### config.mk
export PLATFORM = sky130hd
export DESIGN_NAME = door_drive_sequencer_top
export DESIGN_NICKNAME = d
export VERILOG_FILES = /design/src/hdl/dds_pkg.sv /design/src/hdl/door_drive_sequencer_top.sv /design/src/hdl/dds_step.sv
export SDC_FILE = /design/constraint.sdc
export NUM_CORES = 1
export LEC_CHECK = 0
export BUFFER_PORTS_ARGS = -buffer_cell sky130_fd_sc_hd__buf_2
export CAP_MARGIN = 30
export CORE_MARGIN = 10
export CORE_UTILIZATION = 67
export DETAILED_ROUTE_END_ITERATION = 8
export GPL_TIMING_DRIVEN = 0
export PLACE_DENSITY = 0.91
export SLEW_MARGIN = 20
export SYNTH_ARGS = -nofsm -noshare
export SYNTH_HDL_FRONTEND = slang
export SYNTH_HIERARCHICAL = 1
export SYNTH_SLANG_ARGS = --single-unit
### constraint.sdc
create_clock -name clock -period 15.6 [get_ports clock]
set_clock_uncertainty 0.1 [all_clocks]
set_input_delay 3.12 -clock clock [delete_from_list [all_inputs] [get_ports clock]]
set_output_delay 3.12 -clock clock [all_outputs]
set_load 0.05 [all_outputs]
### src/hdl/dds_pkg.sv
`timescale 1ns / 1ps
// ----------------------------------------------------------------------------
// dds_pkg: shared types and constants of the door drive sequencer
// Door state codes, request kinds, register indexes, reset values and the
// structs that carry control state, configuration and one response.
// ----------------------------------------------------------------------------
package dds_pkg;

   // Default width of tracked position and travel limit
   localparam int POSITION_BITS_DEF = 22;

   // Door state codes
   localparam logic [2:0] ST_OPEN    = 3'd0;
   localparam logic [2:0] ST_CLOSED  = 3'd1;
   localparam logic [2:0] ST_OPENING = 3'd2;
   localparam logic [2:0] ST_CLOSING = 3'd3;
   localparam logic [2:0] ST_STOPPED = 3'd4;

   // Request kinds carried on tuser
   localparam logic [1:0] MODE_TOGGLE = 2'd0;
   localparam logic [1:0] MODE_TICK   = 2'd1;
   localparam logic [1:0] MODE_CAL    = 2'd2;

   // Register indexes
   localparam logic [1:0] CSR_MOVE_THRESH = 2'd0;
   localparam logic [1:0] CSR_TIMEOUT     = 2'd1;
   localparam logic [1:0] CSR_STEPS       = 2'd2;
   localparam logic [1:0] CSR_END_OFFSET  = 2'd3;

   // Register reset values
   localparam logic [15:0] MOVE_THRESH_RST = 16'd4;
   localparam logic [15:0] TIMEOUT_RST     = 16'd1000;
   localparam logic [9:0]  STEPS_RST       = 10'd8;
   localparam logic [19:0] END_OFFSET_RST  = 20'd740;

   // Packed widths on the stream ports
   localparam int REQ_DATA_BITS = 80;
   localparam int RSP_DATA_BITS = 24;
   localparam int CSR_DATA_BITS = 20;

   typedef struct packed {
      logic [15:0] move_thresh;
      logic [15:0] timeout_ms;
      logic [9:0]  steps;
      logic [19:0] end_offset;
   } cfg_type;

   typedef struct packed {
      logic [2:0]         status;
      logic [2:0]         prev_end;
      logic               calibrated;
      logic               stuck;
      logic signed [23:0] ref_count;
      logic [31:0]        move_time;
   } ctl_type;

   typedef struct packed {
      logic               calibrated_flag;
      logic               stuck_flag;
      logic [2:0]         door_state;
      logic               encoder_clear;
      logic               motor_stop;
      logic signed [10:0] motor_steps;
   } rsp_type;

endpackage

### src/hdl/door_drive_sequencer_top.sv
`timescale 1ns / 1ps
// ----------------------------------------------------------------------------
// door_drive_sequencer_top: stepper door drive sequencer
// Request register, single-pass sequencing logic, response register.
// ----------------------------------------------------------------------------
// Order: a request is held in the request register, then its response in the response register.
// Throughput: one request per cycle; the request register and the response
//   register each advance whenever the response register is empty or taken.
// Reset: synchronous, active high; door closed, uncalibrated, not stuck,
//   position and limit zero, registers at their default values.
module door_drive_sequencer_top #(
   parameter int POSITION_BITS = dds_pkg::POSITION_BITS_DEF
) (
   input  logic                              clock,
   input  logic                              reset,
   // request stream
   input  logic                              req_tvalid,
   output logic                              req_tready,
   // [23:0] encoder_count, [55:24] time_ms, [75:56] closing_travel_steps
   input  logic [dds_pkg::REQ_DATA_BITS-1:0] req_tdata,
   // [1:0] mode
   input  logic [1:0]                        req_tuser,
   // response stream
   output logic                              rsp_tvalid,
   input  logic                              rsp_tready,
   // [10:0] motor_steps, [11] motor_stop, [12] encoder_clear,
   // [15:13] door_state, [16] stuck_flag, [17] calibrated_flag
   output logic [dds_pkg::RSP_DATA_BITS-1:0] rsp_tdata,
   // register writes
   input  logic                              csr_valid,
   output logic                              csr_ready,
   input  logic [1:0]                        csr_index,
   input  logic [dds_pkg::CSR_DATA_BITS-1:0] csr_data
);

   localparam int PB = POSITION_BITS;

   logic                     in_vld_ff;
   logic [1:0]               mode_ff;
   logic signed [23:0]       enc_ff;
   logic [31:0]              time_ff;
   logic [19:0]              cts_ff;
   logic                     advance;

   dds_pkg::cfg_type         cfg_ff;
   dds_pkg::ctl_type         ctl_ff;
   dds_pkg::ctl_type         ctl_in;
   logic signed [PB-1:0]     pos_ff;
   logic signed [PB-1:0]     pos_in;
   logic signed [PB-1:0]     lim_ff;
   logic signed [PB-1:0]     lim_in;
   dds_pkg::rsp_type         rsp_in;
   dds_pkg::rsp_type         rsp_ff;
   logic                     rsp_vld_ff;

   assign advance    = in_vld_ff && (!rsp_vld_ff || rsp_tready);
   assign req_tready = !in_vld_ff || advance;
   assign csr_ready  = 1'b1;
   assign rsp_tvalid = rsp_vld_ff;
   assign rsp_tdata  = {6'd0, rsp_ff};

   // Hold configuration registers
   always_ff @(posedge clock) begin
      if (reset) begin
         cfg_ff.move_thresh <= dds_pkg::MOVE_THRESH_RST;
         cfg_ff.timeout_ms  <= dds_pkg::TIMEOUT_RST;
         cfg_ff.steps       <= dds_pkg::STEPS_RST;
         cfg_ff.end_offset  <= dds_pkg::END_OFFSET_RST;
      end else if (csr_valid) begin
         unique case (csr_index)
            dds_pkg::CSR_MOVE_THRESH: cfg_ff.move_thresh <= csr_data[15:0];
            dds_pkg::CSR_TIMEOUT:     cfg_ff.timeout_ms  <= csr_data[15:0];
            dds_pkg::CSR_STEPS:       cfg_ff.steps       <= csr_data[9:0];
            dds_pkg::CSR_END_OFFSET:  cfg_ff.end_offset  <= csr_data[19:0];
            default:                  cfg_ff.end_offset  <= cfg_ff.end_offset;
         endcase
      end
   end

   // Capture the request
   always_ff @(posedge clock) begin
      if (reset) begin
         in_vld_ff <= 1'b0;
      end else if (req_tready) begin
         in_vld_ff <= req_tvalid;
      end
   end

   always_ff @(posedge clock) begin
      if (req_tvalid && req_tready) begin
         mode_ff <= req_tuser;
         enc_ff  <= req_tdata[23:0];
         time_ff <= req_tdata[55:24];
         cts_ff  <= req_tdata[75:56];
      end
   end

   dds_step #(
      .POSITION_BITS (PB)
   ) u_step (
      .mode                 (mode_ff),
      .encoder_count        (enc_ff),
      .time_ms              (time_ff),
      .closing_travel_steps (cts_ff),
      .cfg                  (cfg_ff),
      .ctl_cur              (ctl_ff),
      .pos_cur              (pos_ff),
      .lim_cur              (lim_ff),
      .ctl_nxt              (ctl_in),
      .pos_nxt              (pos_in),
      .lim_nxt              (lim_in),
      .rsp                  (rsp_in)
   );

   // Commit door state as the request moves into the response register
   always_ff @(posedge clock) begin
      if (reset) begin
         ctl_ff.status     <= dds_pkg::ST_CLOSED;
         ctl_ff.prev_end   <= dds_pkg::ST_CLOSED;
         ctl_ff.calibrated <= 1'b0;
         ctl_ff.stuck      <= 1'b0;
         ctl_ff.ref_count  <= '0;
         ctl_ff.move_time  <= '0;
         pos_ff            <= '0;
         lim_ff            <= '0;
      end else if (advance) begin
         ctl_ff <= ctl_in;
         pos_ff <= pos_in;
         lim_ff <= lim_in;
      end
   end

   // Hold the response until taken
   always_ff @(posedge clock) begin
      if (reset) begin
         rsp_vld_ff <= 1'b0;
      end else if (advance) begin
         rsp_vld_ff <= 1'b1;
      end else if (rsp_tready) begin
         rsp_vld_ff <= 1'b0;
      end
   end

   always_ff @(posedge clock) begin
      if (advance) begin
         rsp_ff <= rsp_in;
      end
   end

   // Stuck flag stays set until reset
   a_stuck_sticky: assert property (@(posedge clock) disable iff (reset)
      ctl_ff.stuck |=> ctl_ff.stuck)
      else $error("stuck flag cleared without reset");

   // A stop command never comes with an encoder clear
   a_stop_no_clear: assert property (@(posedge clock) disable iff (reset)
      rsp_vld_ff |-> !(rsp_ff.motor_stop && rsp_ff.encoder_clear))
      else $error("stop and encoder clear in one response");

   // Calibration leaves the door closed and calibrated
   a_cal_closed: assert property (@(posedge clock) disable iff (reset)
      advance && (mode_ff == dds_pkg::MODE_CAL) |=>
         ctl_ff.calibrated && (ctl_ff.status == dds_pkg::ST_CLOSED) && (pos_ff == '0))
      else $error("calibration did not close the door");

   // A request leaving the request register yields a response
   a_advance_rsp: assert property (@(posedge clock) disable iff (reset)
      advance |=> rsp_vld_ff)
      else $error("response lost after advance");

endmodule

### src/hdl/dds_step.sv
`timescale 1ns / 1ps
// ----------------------------------------------------------------------------
// dds_step: next-state and response logic for one request
// Takes the registered request, the control state, position and limit, and
// produces the updated state together with the response fields.
// ----------------------------------------------------------------------------
module dds_step #(
   parameter int POSITION_BITS = dds_pkg::POSITION_BITS_DEF
) (
   input  logic [1:0]                       mode,
   input  logic signed [23:0]               encoder_count,
   input  logic [31:0]                      time_ms,
   input  logic [19:0]                      closing_travel_steps,
   input  dds_pkg::cfg_type                 cfg,
   input  dds_pkg::ctl_type                 ctl_cur,
   input  logic signed [POSITION_BITS-1:0]  pos_cur,
   input  logic signed [POSITION_BITS-1:0]  lim_cur,
   output dds_pkg::ctl_type                 ctl_nxt,
   output logic signed [POSITION_BITS-1:0]  pos_nxt,
   output logic signed [POSITION_BITS-1:0]  lim_nxt,
   output dds_pkg::rsp_type                 rsp
);

   localparam int PB = POSITION_BITS;
   localparam int LW = (PB > 22) ? PB : 22;
   localparam logic signed [LW-1:0] POS_HI = LW'((64'd1 << (PB - 1)) - 64'd1);
   localparam logic signed [LW-1:0] POS_LO = ~POS_HI;
   localparam logic signed [PB-1:0] POS_MAX = PB'((64'd1 << (PB - 1)) - 64'd1);
   localparam logic signed [PB-1:0] POS_MIN = ~POS_MAX;
   localparam logic signed [PB-1:0] POS_ZERO = '0;

   logic                     moving;
   logic                     opening;
   logic signed [PB:0]       pos_sum;
   logic signed [PB-1:0]     pos_step;
   logic signed [21:0]       lim_dif;
   logic signed [LW-1:0]     lim_dif_w;
   logic signed [PB-1:0]     lim_cal;
   logic signed [24:0]       enc_dif;
   logic [24:0]              enc_mag;
   logic                     moved;
   logic [31:0]              idle_ms;
   logic                     timed_out;
   logic                     reached;
   logic [2:0]               open_start;
   logic [2:0]               close_start;
   logic [2:0]               end_state;

   // Advance position by one batch of steps, saturating at the range
   always_comb begin
      moving  = (ctl_cur.status == dds_pkg::ST_OPENING) ||
                (ctl_cur.status == dds_pkg::ST_CLOSING);
      opening = (ctl_cur.status == dds_pkg::ST_OPENING);
      if (opening) begin
         pos_sum = {pos_cur[PB-1], pos_cur} - $signed({1'b0, PB'(cfg.steps)});
      end else begin
         pos_sum = {pos_cur[PB-1], pos_cur} + $signed({1'b0, PB'(cfg.steps)});
      end
      if (pos_sum[PB] != pos_sum[PB-1]) begin
         pos_step = pos_sum[PB] ? POS_MIN : POS_MAX;
      end else begin
         pos_step = pos_sum[PB-1:0];
      end
   end

   // Travel limit from a calibration, saturated to the position range
   always_comb begin
      lim_dif   = $signed({2'b00, cfg.end_offset}) - $signed({2'b00, closing_travel_steps});
      lim_dif_w = LW'(lim_dif);
      if (lim_dif_w > POS_HI) begin
         lim_cal = POS_MAX;
      end else if (lim_dif_w < POS_LO) begin
         lim_cal = POS_MIN;
      end else begin
         lim_cal = lim_dif_w[PB-1:0];
      end
   end

   // Movement and stall checks
   always_comb begin
      enc_dif   = {encoder_count[23], encoder_count} -
                  {ctl_cur.ref_count[23], ctl_cur.ref_count};
      enc_mag   = enc_dif[24] ? 25'(-enc_dif) : 25'(enc_dif);
      moved     = (enc_mag >= {9'd0, cfg.move_thresh});
      idle_ms   = time_ms - ctl_cur.move_time;
      timed_out = (idle_ms >= {16'd0, cfg.timeout_ms});
      reached   = opening ? (pos_step < lim_cur) : (pos_step > POS_ZERO);
      end_state = opening ? dds_pkg::ST_OPEN : dds_pkg::ST_CLOSED;
      open_start  = (pos_cur >= lim_cur) ? dds_pkg::ST_OPENING : dds_pkg::ST_OPEN;
      close_start = (pos_cur <= POS_ZERO) ? dds_pkg::ST_CLOSING : dds_pkg::ST_CLOSED;
   end

   // Sequence the door for this request
   always_comb begin
      ctl_nxt           = ctl_cur;
      pos_nxt           = pos_cur;
      lim_nxt           = lim_cur;
      rsp.motor_steps   = '0;
      rsp.motor_stop    = 1'b0;
      rsp.encoder_clear = 1'b0;
      unique case (mode)
         dds_pkg::MODE_TOGGLE: begin
            if (ctl_cur.calibrated) begin
               unique case (ctl_cur.status)
                  dds_pkg::ST_OPEN: begin
                     ctl_nxt.prev_end  = dds_pkg::ST_OPEN;
                     ctl_nxt.status    = close_start;
                     ctl_nxt.ref_count = '0;
                     ctl_nxt.move_time = time_ms;
                     rsp.encoder_clear = 1'b1;
                  end
                  dds_pkg::ST_CLOSED: begin
                     ctl_nxt.prev_end  = dds_pkg::ST_CLOSED;
                     ctl_nxt.status    = open_start;
                     ctl_nxt.ref_count = '0;
                     ctl_nxt.move_time = time_ms;
                     rsp.encoder_clear = 1'b1;
                  end
                  dds_pkg::ST_OPENING, dds_pkg::ST_CLOSING: begin
                     ctl_nxt.status = dds_pkg::ST_STOPPED;
                     rsp.motor_stop = 1'b1;
                  end
                  default: begin
                     // resume toward the end the door last left
                     ctl_nxt.status    = (ctl_cur.prev_end == dds_pkg::ST_OPEN) ?
                                         open_start : close_start;
                     ctl_nxt.ref_count = '0;
                     ctl_nxt.move_time = time_ms;
                     rsp.encoder_clear = 1'b1;
                  end
               endcase
            end
         end
         dds_pkg::MODE_TICK: begin
            if (moving) begin
               rsp.motor_steps = opening ? (11'sd0 - $signed({1'b0, cfg.steps})) :
                                           $signed({1'b0, cfg.steps});
               pos_nxt = pos_step;
               if (moved) begin
                  ctl_nxt.ref_count = encoder_count;
                  ctl_nxt.move_time = time_ms;
                  if (reached) begin
                     ctl_nxt.status = end_state;
                  end
               end else if (timed_out) begin
                  rsp.motor_stop     = 1'b1;
                  ctl_nxt.stuck      = 1'b1;
                  ctl_nxt.calibrated = 1'b0;
                  ctl_nxt.status     = end_state;
               end else if (reached) begin
                  ctl_nxt.status = end_state;
               end
            end
         end
         dds_pkg::MODE_CAL: begin
            lim_nxt            = lim_cal;
            pos_nxt            = '0;
            ctl_nxt.status     = dds_pkg::ST_CLOSED;
            ctl_nxt.prev_end   = dds_pkg::ST_CLOSED;
            ctl_nxt.calibrated = 1'b1;
            ctl_nxt.ref_count  = '0;
            rsp.encoder_clear  = 1'b1;
         end
         default: begin
            // unused kind: no action
         end
      endcase
      rsp.door_state      = ctl_nxt.status;
      rsp.stuck_flag      = ctl_nxt.stuck;
      rsp.calibrated_flag = ctl_nxt.calibrated;
   end

endmodule

* Word level (Yosys, flattened, before mapping)
Cells that the tools add are included.
** Storage, ports and cells
- Bits in registers :: 268
- Bits in latches :: 0
- Memory bits (writable) :: 0
- Bits in read-only memories :: 0
- Bits of input ports :: 109
- Output and inout bits :: 27
- Logic and storage cells :: 125
- Memories kept :: 0
** Cells by class
- Add/subtract/negate cells :: 7
- Multipliers :: 0
- Divide/modulo/power cells :: 0
- Magnitude comparators :: 8
- Eq/ne operators :: 14
- Shift operators :: 0
- Mux-type cells :: 43
- Bitwise operators :: 0
- Reduce and logical (&&, ||, !) cells :: 28
** Operators by type and width (number)
- 56-bit two-way mux :: 3
- 22-bit two-way mux :: 5
- 24-bit one-hot mux with 3 select lines :: 1
- 32-bit one-hot mux with 2 select lines :: 1
- 58-bit two-way mux :: 1
- 22-bit one-hot mux with 2 select lines :: 1
- 32-bit by 16-bit greater-or-equal comparator with 1-bit output :: 1
- 32-bit subtractor :: 1
- 25-bit by 16-bit greater-or-equal comparator with 1-bit output :: 1
- 25-bit two-way mux :: 1
- 25-bit negator :: 1
- 24-bit by 24-bit subtractor with 25-bit output :: 1
- 22-bit by 11-bit adder with 23-bit output :: 1
- 23-bit two-way mux :: 1
- 22-bit by 11-bit subtractor with 23-bit output :: 1
- 22-bit greater-or-equal comparator :: 1
- 22-bit by 1-bit > comparator with 1-bit output (second input constant) :: 1
- 22-bit > comparator (second input constant) :: 1
- 22-bit by 1-bit <= comparator with 1-bit output (second input constant) :: 1
- 22-bit less-than comparator :: 1
- 22-bit less-than comparator (second input constant) :: 1
- 20-bit by 20-bit subtractor with 21-bit output :: 1
- 3-bit one-hot mux with 3 select lines :: 2
- 3-bit two-way mux :: 5
- other kinds (28) :: 65

* Longest topological paths before layout
Gate-level depths: netlist of the first run.
- Depth in word-level cells :: 11
- Depth in mapped cells :: 35
- Mapped depth without buffers :: 33

* Modules after synthesis
The synthesis of the first run kept the hierarchy.
** By module, submodules not included
- dds_step :: times used 1, cells each 1583, area an instance 10567.6 um^2, sequential area each 0.0 um^2
- door_drive_sequencer_top :: times used 1, cells each 853, area an instance 10002.1 um^2, sequential area each 6326.1 um^2

* Worst setup path after synthesis of the first run
OpenSTA, ideal clock, no wires.
- Kind :: input -> register
- Start point :: in rsp_tready
- End point :: reg cts_ff[0] (enable)
- Setup time :: 540 ps
- Arrival time :: 6961 ps
- Required time :: 14960 ps
- Path slack :: 7999 ps
- Stages on the path :: 2
- Buffers on the path :: 0
- Cells stage by stage :: nor2b_4 > a21oi_1
** Between the ends
- Word-level cells in the longest chain between the ends :: 4
** RTL lines
- start: declaration :: RTL line door_drive_sequencer_top.sv:25 : input logic rsp_tready,
- 1-bit logical OR :: RTL line door_drive_sequencer_top.sv:56 : assign advance = in_vld_ff && (!rsp_vld_ff || rsp_tready);
- 1-bit logical AND :: RTL line door_drive_sequencer_top.sv:56
- 1-bit logical OR :: RTL line door_drive_sequencer_top.sv:57 : assign req_tready = !in_vld_ff || advance;
- 1-bit logical AND :: RTL line door_drive_sequencer_top.sv:90 : if (req_tvalid && req_tready) begin
- end signal: assignment :: RTL line door_drive_sequencer_top.sv:94 : cts_ff <= req_tdata[75:56];
- end: declaration :: RTL line door_drive_sequencer_top.sv:42 : logic [19:0] cts_ff;
Every way passes these cells.
A chain may end at the register's enable or synchronous reset.

==> impl_metrics.xml, run 1 <==
<?xml version="1.0" encoding="UTF-8"?>
<metrics>
  <group name="run_status">
    <metric name="run_status" unit="">completed</metric>
  </group>
  <group name="global_routing">
    <metric name="grt-ovfl-total" unit="">0</metric>
    <metric name="globalRoute.busiestLayer" unit="">met2</metric>
    <metric name="vias_in_the_first_global_route" unit="">18200</metric>
    <metric name="grt_pass1_wl" unit="mm">93.2</metric>
    <metric name="grt.met3_usage" unit="%">4.57</metric>
    <metric name="grt.met1_usage" unit="%">39.3</metric>
    <metric name="grt_start_max_net_pins" unit="">28</metric>
    <metric name="global_route.usage.met2" unit="%">46.5</metric>
    <metric name="initial_antenna_violation_count" unit="">0</metric>
    <metric name="groute.usage.overall" unit="%">29.2</metric>
  </group>
  <group name="cts">
    <metric name="ctsResizeCount" unit="">0</metric>
    <metric name="cts_tree" unit="">yes</metric>
    <metric name="clock_path_buffers" unit="">3</metric>
    <metric name="cts_htree_levels" unit="">1</metric>
    <metric name="insertion_delay" unit="ns">0.58</metric>
    <metric name="clk_slew_on_worst_s_h_paths" unit="ns">0.07</metric>
    <metric name="tritoncts_num_sinks" unit="">268</metric>
    <metric name="cts.hold.buffers_added" unit="">0</metric>
    <metric name="ctsRootBufferMaster" unit="">sky130_fd_sc_hd__clkbuf_16</metric>
    <metric name="post-cts-setup-buffers" unit="">0</metric>
    <metric name="cts-buffers-inserted" unit="">29</metric>
  </group>
  <group name="drt">
    <metric name="drc" unit="">0</metric>
    <metric name="postRouteWirelength" unit="mm">59.1</metric>
    <metric name="iteration_0_drc_markers" unit="">2083</metric>
    <metric name="route.detailed.wl_per_inst" unit="um">19.6</metric>
    <metric name="route.detailed.vias_per_inst" unit="">6.35</metric>
    <metric name="postRouteAntennaNets" unit="">0</metric>
    <metric name="via_count" unit="">19200</metric>
    <metric name="1st_pass_router_iterations" unit="">5</metric>
  </group>
  <group name="sta">
    <metric name="highest_attainable_clock_frequency" unit="MHz">119</metric>
    <metric name="timing.final.setup_violations" unit="">0</metric>
    <metric name="finalCritPeriodShare" unit="%">53.8</metric>
    <metric name="timing.final.hold_violations" unit="">0</metric>
    <metric name="max-slew-margin-rel" unit="%">46.3</metric>
    <metric name="maxSlewViolCount" unit="">0</metric>
    <metric name="tns" unit="ns">0</metric>
    <metric name="rsz0062_at_grt" unit="">no</metric>
    <metric name="post-route-min-period" unit="ns">8.40</metric>
    <metric name="worst-slew-pin-transition" unit="ns">0.799</metric>
  </group>
  <group name="floorplan">
    <metric name="core" unit="um2">30400</metric>
    <metric name="dieWidth" unit="um">195</metric>
    <metric name="top_level_ports" unit="">136</metric>
    <metric name="fp.dieArea" unit="um2">38100</metric>
    <metric name="die-height" unit="um">195</metric>
    <metric name="initial_utilization" unit="%">67.6</metric>
    <metric name="placement_rows" unit="">64</metric>
  </group>
  <group name="yosys">
    <metric name="avgSynthCellArea" unit="um2">8.44</metric>
    <metric name="synth-main-ff-cell" unit="">sky130_fd_sc_hd__dfxtp_1</metric>
    <metric name="synth_area_leaders" unit="">sky130_fd_sc_hd__dfxtp_1 (17%), sky130_fd_sc_hd__edfxtp_1 (14%), sky130_fd_sc_hd__ha_1 (11%)</metric>
    <metric name="yosysTopAreaCellShare" unit="%">16.7</metric>
    <metric name="post_synth_cell_types" unit="">98</metric>
    <metric name="cell_area_after_synthesis" unit="um2">20600</metric>
    <metric name="synth-seq-cells" unit="">268</metric>
    <metric name="yosys_warnings" unit="">6</metric>
    <metric name="instance_count_of_the_mapped_netlist" unit="">2436</metric>
    <metric name="synth-seq-area-share" unit="%">30.8</metric>
    <metric name="ys_top_cells_by_count" unit="">sky130_fd_sc_hd__nand2b_1 (239), sky130_fd_sc_hd__a21oi_1 (224), sky130_fd_sc_hd__inv_1 (214), sky130_fd_sc_hd__nand2_1 (187), sky130_fd_sc_hd__ha_1 (178)</metric>
    <metric name="synthDominantAreaCellType" unit="">sky130_fd_sc_hd__dfxtp_1</metric>
    <metric name="async_set_or_reset_register_ratio_after_synthesis" unit="%">0</metric>
    <metric name="synth-edff-count" unit="">96</metric>
    <metric name="synthMostInstantiatedCell" unit="">sky130_fd_sc_hd__nand2b_1</metric>
  </group>
  <group name="worst_setup_path">
    <metric name="critical_path.slowest_cell" unit="">sky130_fd_sc_hd__nor3_1</metric>
    <metric name="critPathMaxFanout" unit="">10</metric>
    <metric name="max_stage_delay" unit="ns">0.66</metric>
    <metric name="arrival" unit="ns">8.80</metric>
    <metric name="crit_top_cell" unit="">sky130_fd_sc_hd__a21o_1</metric>
    <metric name="crit_type" unit="">flip-flop to flip-flop</metric>
    <metric name="reg2reg_setup_slack" unit="ns">7.20</metric>
    <metric name="cp_data_required_time" unit="ns">16.00</metric>
    <metric name="endpoint_kind" unit="">flip-flop</metric>
    <metric name="startpoint_type" unit="">flip-flop</metric>
  </group>
  <group name="final_layout">
    <metric name="post_route_cells_drive_above_1_share" unit="%">10.3</metric>
    <metric name="layout.nets" unit="">2889</metric>
    <metric name="postLayoutCoreUtil" unit="%">74.9</metric>
    <metric name="syn_to_final_growth" unit="%">10.9</metric>
    <metric name="antenna_cells_inserted" unit="">0</metric>
    <metric name="final_cell_count_no_fill" unit="">3017</metric>
  </group>
  <group name="run">
    <metric name="max_cap_viol_count" unit="">0</metric>
  </group>
  <group name="placement">
    <metric name="number_of_placed_instances_with_taps_included" unit="">2963</metric>
    <metric name="place.port_buffers" unit="">122</metric>
    <metric name="gp_congestion" unit="">0.969</metric>
    <metric name="post-dp-hpwl" unit="mm">45.8</metric>
  </group>
  <group name="pwr">
    <metric name="power_density" unit="nW/um2">81.9</metric>
    <metric name="static_leakage_power" unit="nW">9.28</metric>
    <metric name="vdd_ir_drop_max" unit="mV">0.109</metric>
    <metric name="total_power_consumption_of_the_routed_design" unit="mW">1.87</metric>
  </group>
  <group name="min_path">
    <metric name="hold_path_class" unit="">flip-flop to flip-flop</metric>
  </group>
</metrics>
[critical path: cells and delay by family (launching register included)]
| kind | cells | cell delay (ns) |
|---|---|---|
| buf+inv | 1 | 0.26 |
| xor+xnor | 2 | 0.52 |
| mux | 1 | 0.14 |
| fa+ha+maj | 2 | 0.59 |
| simple gates | 13 | 3.42 |
| flops | 1 | 0.41 |
| compound gates | 14 | 2.85 |
[per-layer routing]
layer / vias up / wire (um) / share of wire (%)
li1: 8962 / - / -
met3: 159 / 5450 / 9.2
met1: 9031 / 24900 / 42
met5: - / 0 / 0
met2: 1001 / 26600 / 45
met4: 0 / 2180 / 3.7
[cells in the final DEF, fill, tap and decap left out, drive strengths merged, types with 7 or more instances in the layout]
cell,n
nand3b,9
ha,178
xor2,31
a211o,8
nor3b,10
or3,17
and2,7
o31ai,10
conb,7
nand4,20
o22ai,39
o311ai,9
a21o,71
o211ai,18
nand2b,239
nand3,31
a21boi,7
xnor2,51
nor4,13
dfxtp,172
nor3,45
clkinv,13
buf,184
maj3,8
nor2b,22
a211oi,15
mux2i,129
a31oi,23
nand2,188
a21oi,225
edfxtp,96
inv,220
nor2,132
o21a,23
a2111oi,7
a22o,38
clkbuf,93
o21ai,106
and3,10
[metrics by stage]
step / hold WS, ns / setup WS [ns] / instance area (um2)
2_1_floorplan: 0.336 / 8.00 / 20600
5_1_grt: 0.377 / 6.59 / 22800
4_1_cts: 0.355 / 7.42 / 22800
6_report: 0.357 / 7.20 / 22800
3_3_place_gp: 0.344 / 6.20 / 21700
3_5_place_dp: 0.347 / 7.48 / 21800
[cell type report]
class                   count  area [um2]
flip-flops and latches    268        6330
repair buffers            126         721
clock buffers              32         767
multi-input cells        1838       12800
inverters                 216         811
plain buffers             119         619
clock inverters            22         223
fillers                  2165        7620
well taps                 396         495
[path summary, 6_finish.rpt]
check | from | to | cells past startpoint
min reg2reg | cfg_ff[60]$_SDFFE_PP0P_ | cfg_ff[60]$_SDFFE_PP0P_ | 2
min | cfg_ff[60]$_SDFFE_PP0P_ | cfg_ff[60]$_SDFFE_PP0P_ | 2
max reg2reg | cfg_ff[23]$_SDFFE_PP1P_ | ctl_ff[62]$_SDFFE_PP0P_ | 33
max | cfg_ff[23]$_SDFFE_PP1P_ | ctl_ff[62]$_SDFFE_PP0P_ | 33
[sequential cells by signal, summed over array words and instances, names as in the netlist, 18 cells and up]
signal and cells:
time_ff 32, cfg_ff 62, lim_ff 22, rsp_tdata 18, pos_ff 22, cts_ff 20
enc_ff 24, ctl_ff 64
[logic make-up (layout without fill, tap and decap cells)]
group,count (synthesis),after routing,share of synthesized area [%]
AND/OR/NAND/NOR,773,773,19.9
AO/OA/AOI/OAI,655,655,20.7
buffers and inverters,335,515,6.95
flip-flops,268,268,30.8
adder cells (fa/ha/maj),190,190,11.6
multiplexers,131,131,6.39
XOR/XNOR,82,82,3.58
other,2,7,0.0365
[power by group]
part | internal, mW | leakage (nW) | total, mW | switching [mW]
Sequential | 0.747 | 2.33 | 0.764 | 0.0174
Clock | 0.409 | 0.494 | 0.717 | 0.308
Combinational | 0.154 | 6.45 | 0.388 | 0.233
No activity file was read; power rests on OpenSTA's default activity.
==> run 2, diff against run 1 <==
--- a/config.mk
+++ b/config.mk
@@ -5,13 +5,14 @@
 export SDC_FILE = /design/constraint.sdc
 export NUM_CORES = 1
 export LEC_CHECK = 0
+export ABC_AREA = 1
 export BUFFER_PORTS_ARGS = -buffer_cell sky130_fd_sc_hd__buf_2
 export CAP_MARGIN = 30
 export CORE_MARGIN = 10
-export CORE_UTILIZATION = 67
+export CORE_UTILIZATION = 63
 export DETAILED_ROUTE_END_ITERATION = 8
 export GPL_TIMING_DRIVEN = 0
-export PLACE_DENSITY = 0.91
+export PLACE_DENSITY = 0.86
 export SLEW_MARGIN = 20
 export SYNTH_ARGS = -nofsm -noshare
 export SYNTH_HDL_FRONTEND = slang
==> constraint.sdc (replaced) <==
create_clock -name clock -period 8.25 [get_ports clock]
set_clock_uncertainty 0.1 [all_clocks]
set_input_delay 1.65 -clock clock [delete_from_list [all_inputs] [get_ports clock]]
set_output_delay 1.65 -clock clock [all_outputs]
set_load 0.05 [all_outputs]
==> run 2 against run 1 <==
Net effect: non-clock buffer count is 17 higher; routed wire length increased by 14%; cell count rose by 35%; setup slack worse by 5.8 ns; design area increased by 6.9%; sequential power increased by 100%; highest routed layer unchanged; worst hold slack better by 0.0044 ns; die area rose by 13%; register-to-register slack worse by 5.8 ns; clock power increased by 100%.
==> impl_metrics.xml, run 2 <==
<?xml version="1.0" encoding="UTF-8"?>
<metrics>
  <group name="run_status">
    <metric name="run_status" unit="">completed</metric>
  </group>
  <group name="final_layout">
    <metric name="post_route_cells_drive_above_1_share" unit="%">8.70</metric>
    <metric name="mostFrequentLayoutCells" unit="">sky130_fd_sc_hd__nand2_1 (822), sky130_fd_sc_hd__inv_1 (529), sky130_fd_sc_hd__nor2_1 (425), sky130_fd_sc_hd__a21oi_1 (316), sky130_fd_sc_hd__nand3_1 (283)</metric>
    <metric name="largestRegisters" unit="">ctl_ff (64), cfg_ff (62), time_ff (32)</metric>
    <metric name="antenna_cells_inserted" unit="">0</metric>
    <metric name="layout.nets" unit="">3900</metric>
    <metric name="finish.instance_area" unit="um2">24400</metric>
    <metric name="registers.top_by_ff_count" unit="">ctl_ff</metric>
    <metric name="largest_register_ff_count" unit="">64</metric>
    <metric name="syn_to_final_growth" unit="%">10.5</metric>
    <metric name="final_cell_count_no_fill" unit="">4088</metric>
    <metric name="n_fill_cell" unit="">3044</metric>
    <metric name="layout_commonest_cell" unit="">sky130_fd_sc_hd__nand2_1</metric>
  </group>
  <group name="worst_setup_path">
    <metric name="crit_type" unit="">flip-flop to flip-flop</metric>
    <metric name="worstSetupStartpoint" unit="">ctl_ff[63]$_SDFFE_PP0P_</metric>
    <metric name="max_stage_delay" unit="ns">0.43</metric>
    <metric name="critPathMaxFanout" unit="">10</metric>
    <metric name="critical_path.slowest_cell" unit="">sky130_fd_sc_hd__ha_1</metric>
    <metric name="cp_data_required_time" unit="ns">8.66</metric>
    <metric name="startpoint_type" unit="">flip-flop</metric>
    <metric name="endpoint_kind" unit="">flip-flop</metric>
    <metric name="worst_r2r_startpoint" unit="">ctl_ff[63]$_SDFFE_PP0P_</metric>
    <metric name="arrival" unit="ns">7.24</metric>
    <metric name="r2r-end" unit="">ctl_ff[62]$_SDFFE_PP0P_</metric>
    <metric name="crit_top_cell" unit="">sky130_fd_sc_hd__nand2_1</metric>
    <metric name="reg2reg_setup_slack" unit="ns">1.42</metric>
    <metric name="worstRegToRegCells" unit="">37</metric>
    <metric name="crit_end" unit="">ctl_ff[62]$_SDFFE_PP0P_</metric>
  </group>
  <group name="cts">
    <metric name="clk_slew_on_worst_s_h_paths" unit="ns">0.06</metric>
    <metric name="insertion_delay" unit="ns">0.60</metric>
    <metric name="cts.hold.buffers_added" unit="">0</metric>
    <metric name="cts-buffers-inserted" unit="">30</metric>
    <metric name="cts_htree_levels" unit="">1</metric>
    <metric name="cts_tree" unit="">yes</metric>
    <metric name="tritoncts_num_sinks" unit="">268</metric>
    <metric name="ctsRootBufferMaster" unit="">sky130_fd_sc_hd__clkbuf_16</metric>
    <metric name="ctsResizeCount" unit="">0</metric>
    <metric name="clock_path_buffers" unit="">3</metric>
    <metric name="post-cts-setup-buffers" unit="">0</metric>
  </group>
  <group name="yosys">
    <metric name="ys_top_cells_by_count" unit="">sky130_fd_sc_hd__nand2_1 (822), sky130_fd_sc_hd__inv_1 (530), sky130_fd_sc_hd__nor2_1 (425), sky130_fd_sc_hd__a21oi_1 (316), sky130_fd_sc_hd__nand3_1 (283)</metric>
    <metric name="cell_area_after_synthesis" unit="um2">22100</metric>
    <metric name="synth-edff-count" unit="">96</metric>
    <metric name="synth_area_leaders" unit="">sky130_fd_sc_hd__dfxtp_1 (16%), sky130_fd_sc_hd__nand2_1 (14%), sky130_fd_sc_hd__edfxtp_1 (13%)</metric>
    <metric name="synthMostInstantiatedCell" unit="">sky130_fd_sc_hd__nand2_1</metric>
    <metric name="synth-main-ff-cell" unit="">sky130_fd_sc_hd__dfxtp_1</metric>
    <metric name="synth-seq-area-share" unit="%">28.7</metric>
    <metric name="instance_count_of_the_mapped_netlist" unit="">3449</metric>
    <metric name="async_set_or_reset_register_ratio_after_synthesis" unit="%">0</metric>
    <metric name="yosysTopAreaCellShare" unit="%">15.6</metric>
    <metric name="synthDominantAreaCellType" unit="">sky130_fd_sc_hd__dfxtp_1</metric>
    <metric name="post_synth_cell_types" unit="">54</metric>
    <metric name="yosys_warnings" unit="">6</metric>
    <metric name="avgSynthCellArea" unit="um2">6.40</metric>
    <metric name="synth-seq-cells" unit="">268</metric>
  </group>
  <group name="min_path">
    <metric name="hold_path_class" unit="">flip-flop to flip-flop</metric>
    <metric name="whs_path_depth" unit="">2</metric>
  </group>
  <group name="sta">
    <metric name="rsz0062_at_grt" unit="">no</metric>
    <metric name="maxSlewViolCount" unit="">0</metric>
    <metric name="highest_attainable_clock_frequency" unit="MHz">146</metric>
    <metric name="timing.hold.ws" unit="ns">0.362</metric>
    <metric name="tns" unit="ns">0</metric>
    <metric name="max-slew-margin-rel" unit="%">46.9</metric>
    <metric name="worst-slew-pin-transition" unit="ns">0.796</metric>
    <metric name="finalCritPeriodShare" unit="%">82.8</metric>
    <metric name="timing.final.hold_violations" unit="">0</metric>
    <metric name="post-route-min-period" unit="ns">6.83</metric>
    <metric name="timing.final.setup_violations" unit="">0</metric>
  </group>
  <group name="drt">
    <metric name="1st_pass_router_iterations" unit="">7</metric>
    <metric name="iteration_0_drc_markers" unit="">2770</metric>
    <metric name="postRouteAntennaNets" unit="">0</metric>
    <metric name="drc" unit="">0</metric>
    <metric name="via_count" unit="">23300</metric>
    <metric name="postRouteWirelength" unit="mm">67.6</metric>
    <metric name="route.detailed.wl_per_inst" unit="um">16.5</metric>
    <metric name="route.detailed.vias_per_inst" unit="">5.70</metric>
  </group>
  <group name="global_routing">
    <metric name="groute.usage.overall" unit="%">29.8</metric>
    <metric name="initial_antenna_violation_count" unit="">0</metric>
    <metric name="grt_start_max_net_pins" unit="">51</metric>
    <metric name="grt-ovfl-total" unit="">0</metric>
    <metric name="grt_pass1_wl" unit="mm">107</metric>
    <metric name="vias_in_the_first_global_route" unit="">21000</metric>
  </group>
  <group name="placement">
    <metric name="post_dp_cell_area" unit="um2">23300</metric>
    <metric name="post-dp-hpwl" unit="mm">52.9</metric>
    <metric name="gp_congestion" unit="">1.02</metric>
    <metric name="number_of_placed_instances_with_taps_included" unit="">4032</metric>
    <metric name="place.port_buffers" unit="">122</metric>
  </group>
  <group name="run">
    <metric name="max_cap_viol_count" unit="">0</metric>
  </group>
  <group name="pwr">
    <metric name="total_power_consumption_of_the_routed_design" unit="mW">4.48</metric>
    <metric name="power_density" unit="nW/um2">184</metric>
    <metric name="vdd_ir_drop_max" unit="mV">0.178</metric>
    <metric name="static_leakage_power" unit="nW">11.8</metric>
  </group>
  <group name="floorplan">
    <metric name="top_level_ports" unit="">136</metric>
    <metric name="fp.dieArea" unit="um2">42900</metric>
    <metric name="initial_utilization" unit="%">63.9</metric>
    <metric name="dieWidth" unit="um">207</metric>
    <metric name="die-height" unit="um">207</metric>
    <metric name="placement_rows" unit="">68</metric>
    <metric name="core" unit="um2">34500</metric>
  </group>
</metrics>
[run 2: layout make-up]
class                           instances  area (um2)  share of cell area (%)
Inverter                              546        2050                    8.41
Clock buffer                           39         911                    3.73
Clock inverter                         17         183                   0.749
Timing Repair Buffer                  123         638                    2.62
Multi-Input combinational cell       2501       13000                    53.4
Buffer                                139         683                    2.80
Sequential cell                       268        6330                    25.9
Tap cell                              455         569                    2.33
[run 2: through the flow]
step                utilization [%]  setup slack, ns
floorplan                         -             3.41
CTS                            70.6             1.79
global route                   70.6             1.16
global placement               67.4             1.85
detailed placement             67.4             1.84
finish                         70.6             1.42
[run 2: cell families (layout without fill, tap and decap cells)]
family                   count (synthesis)  after routing  share of synthesized area (%)
AND/OR/NAND/NOR                       1640           1640                           30.9
buffers and inverters                  685            864                           12.4
AO/OA/AOI/OAI                          596            596                           14.5
flip-flops                             268            268                           28.7
adder cells (fa/ha/maj)                182            182                           10.5
XOR/XNOR                                76             76                           3.02
other                                    2              7                         0.0340
[run 2: worst max-delay path: cells and delay by family (launching register included)]
kind,cells,cell delay [ns]
adders and majority gates,2,0.76
buffers and inverters,8,1.48
AOI/OAI and AO/OA,6,1.63
and+or+nand+nor,21,2.44
DFF,1,0.32
[run 2: per-layer routing]
layer	GRT usage [%]	share of wire [%]	vias up
met5	0.803	0	-
met3	7.28	12	180
li1	-	-	11500
met1	41.0	43	10400
met4	9.56	3.3	0
met2	44.7	42	1287
[run 2: how the worst min path moves through the flow]
stage | end | start | slack (ns)
final | cfg_ff[48]$_SDFFE_PP1P_ | cfg_ff[48]$_SDFFE_PP1P_ | 0.36
after global placement | cfg_ff[36]$_SDFFE_PP1P_ | cfg_ff[36]$_SDFFE_PP1P_ | 0.35
after detailed placement | cfg_ff[48]$_SDFFE_PP1P_ | cfg_ff[48]$_SDFFE_PP1P_ | 0.36
after CTS | cfg_ff[48]$_SDFFE_PP1P_ | cfg_ff[48]$_SDFFE_PP1P_ | 0.36
after global routing | cfg_ff[48]$_SDFFE_PP1P_ | cfg_ff[48]$_SDFFE_PP1P_ | 0.40
after floorplan | cfg_ff[48]$_SDFFE_PP1P_ | cfg_ff[48]$_SDFFE_PP1P_ | 0.33
[run 2: power breakdown]
group          switching [mW]  internal, mW
logic                   0.964         0.518
registers              0.0792          1.45
clock network           0.587         0.875
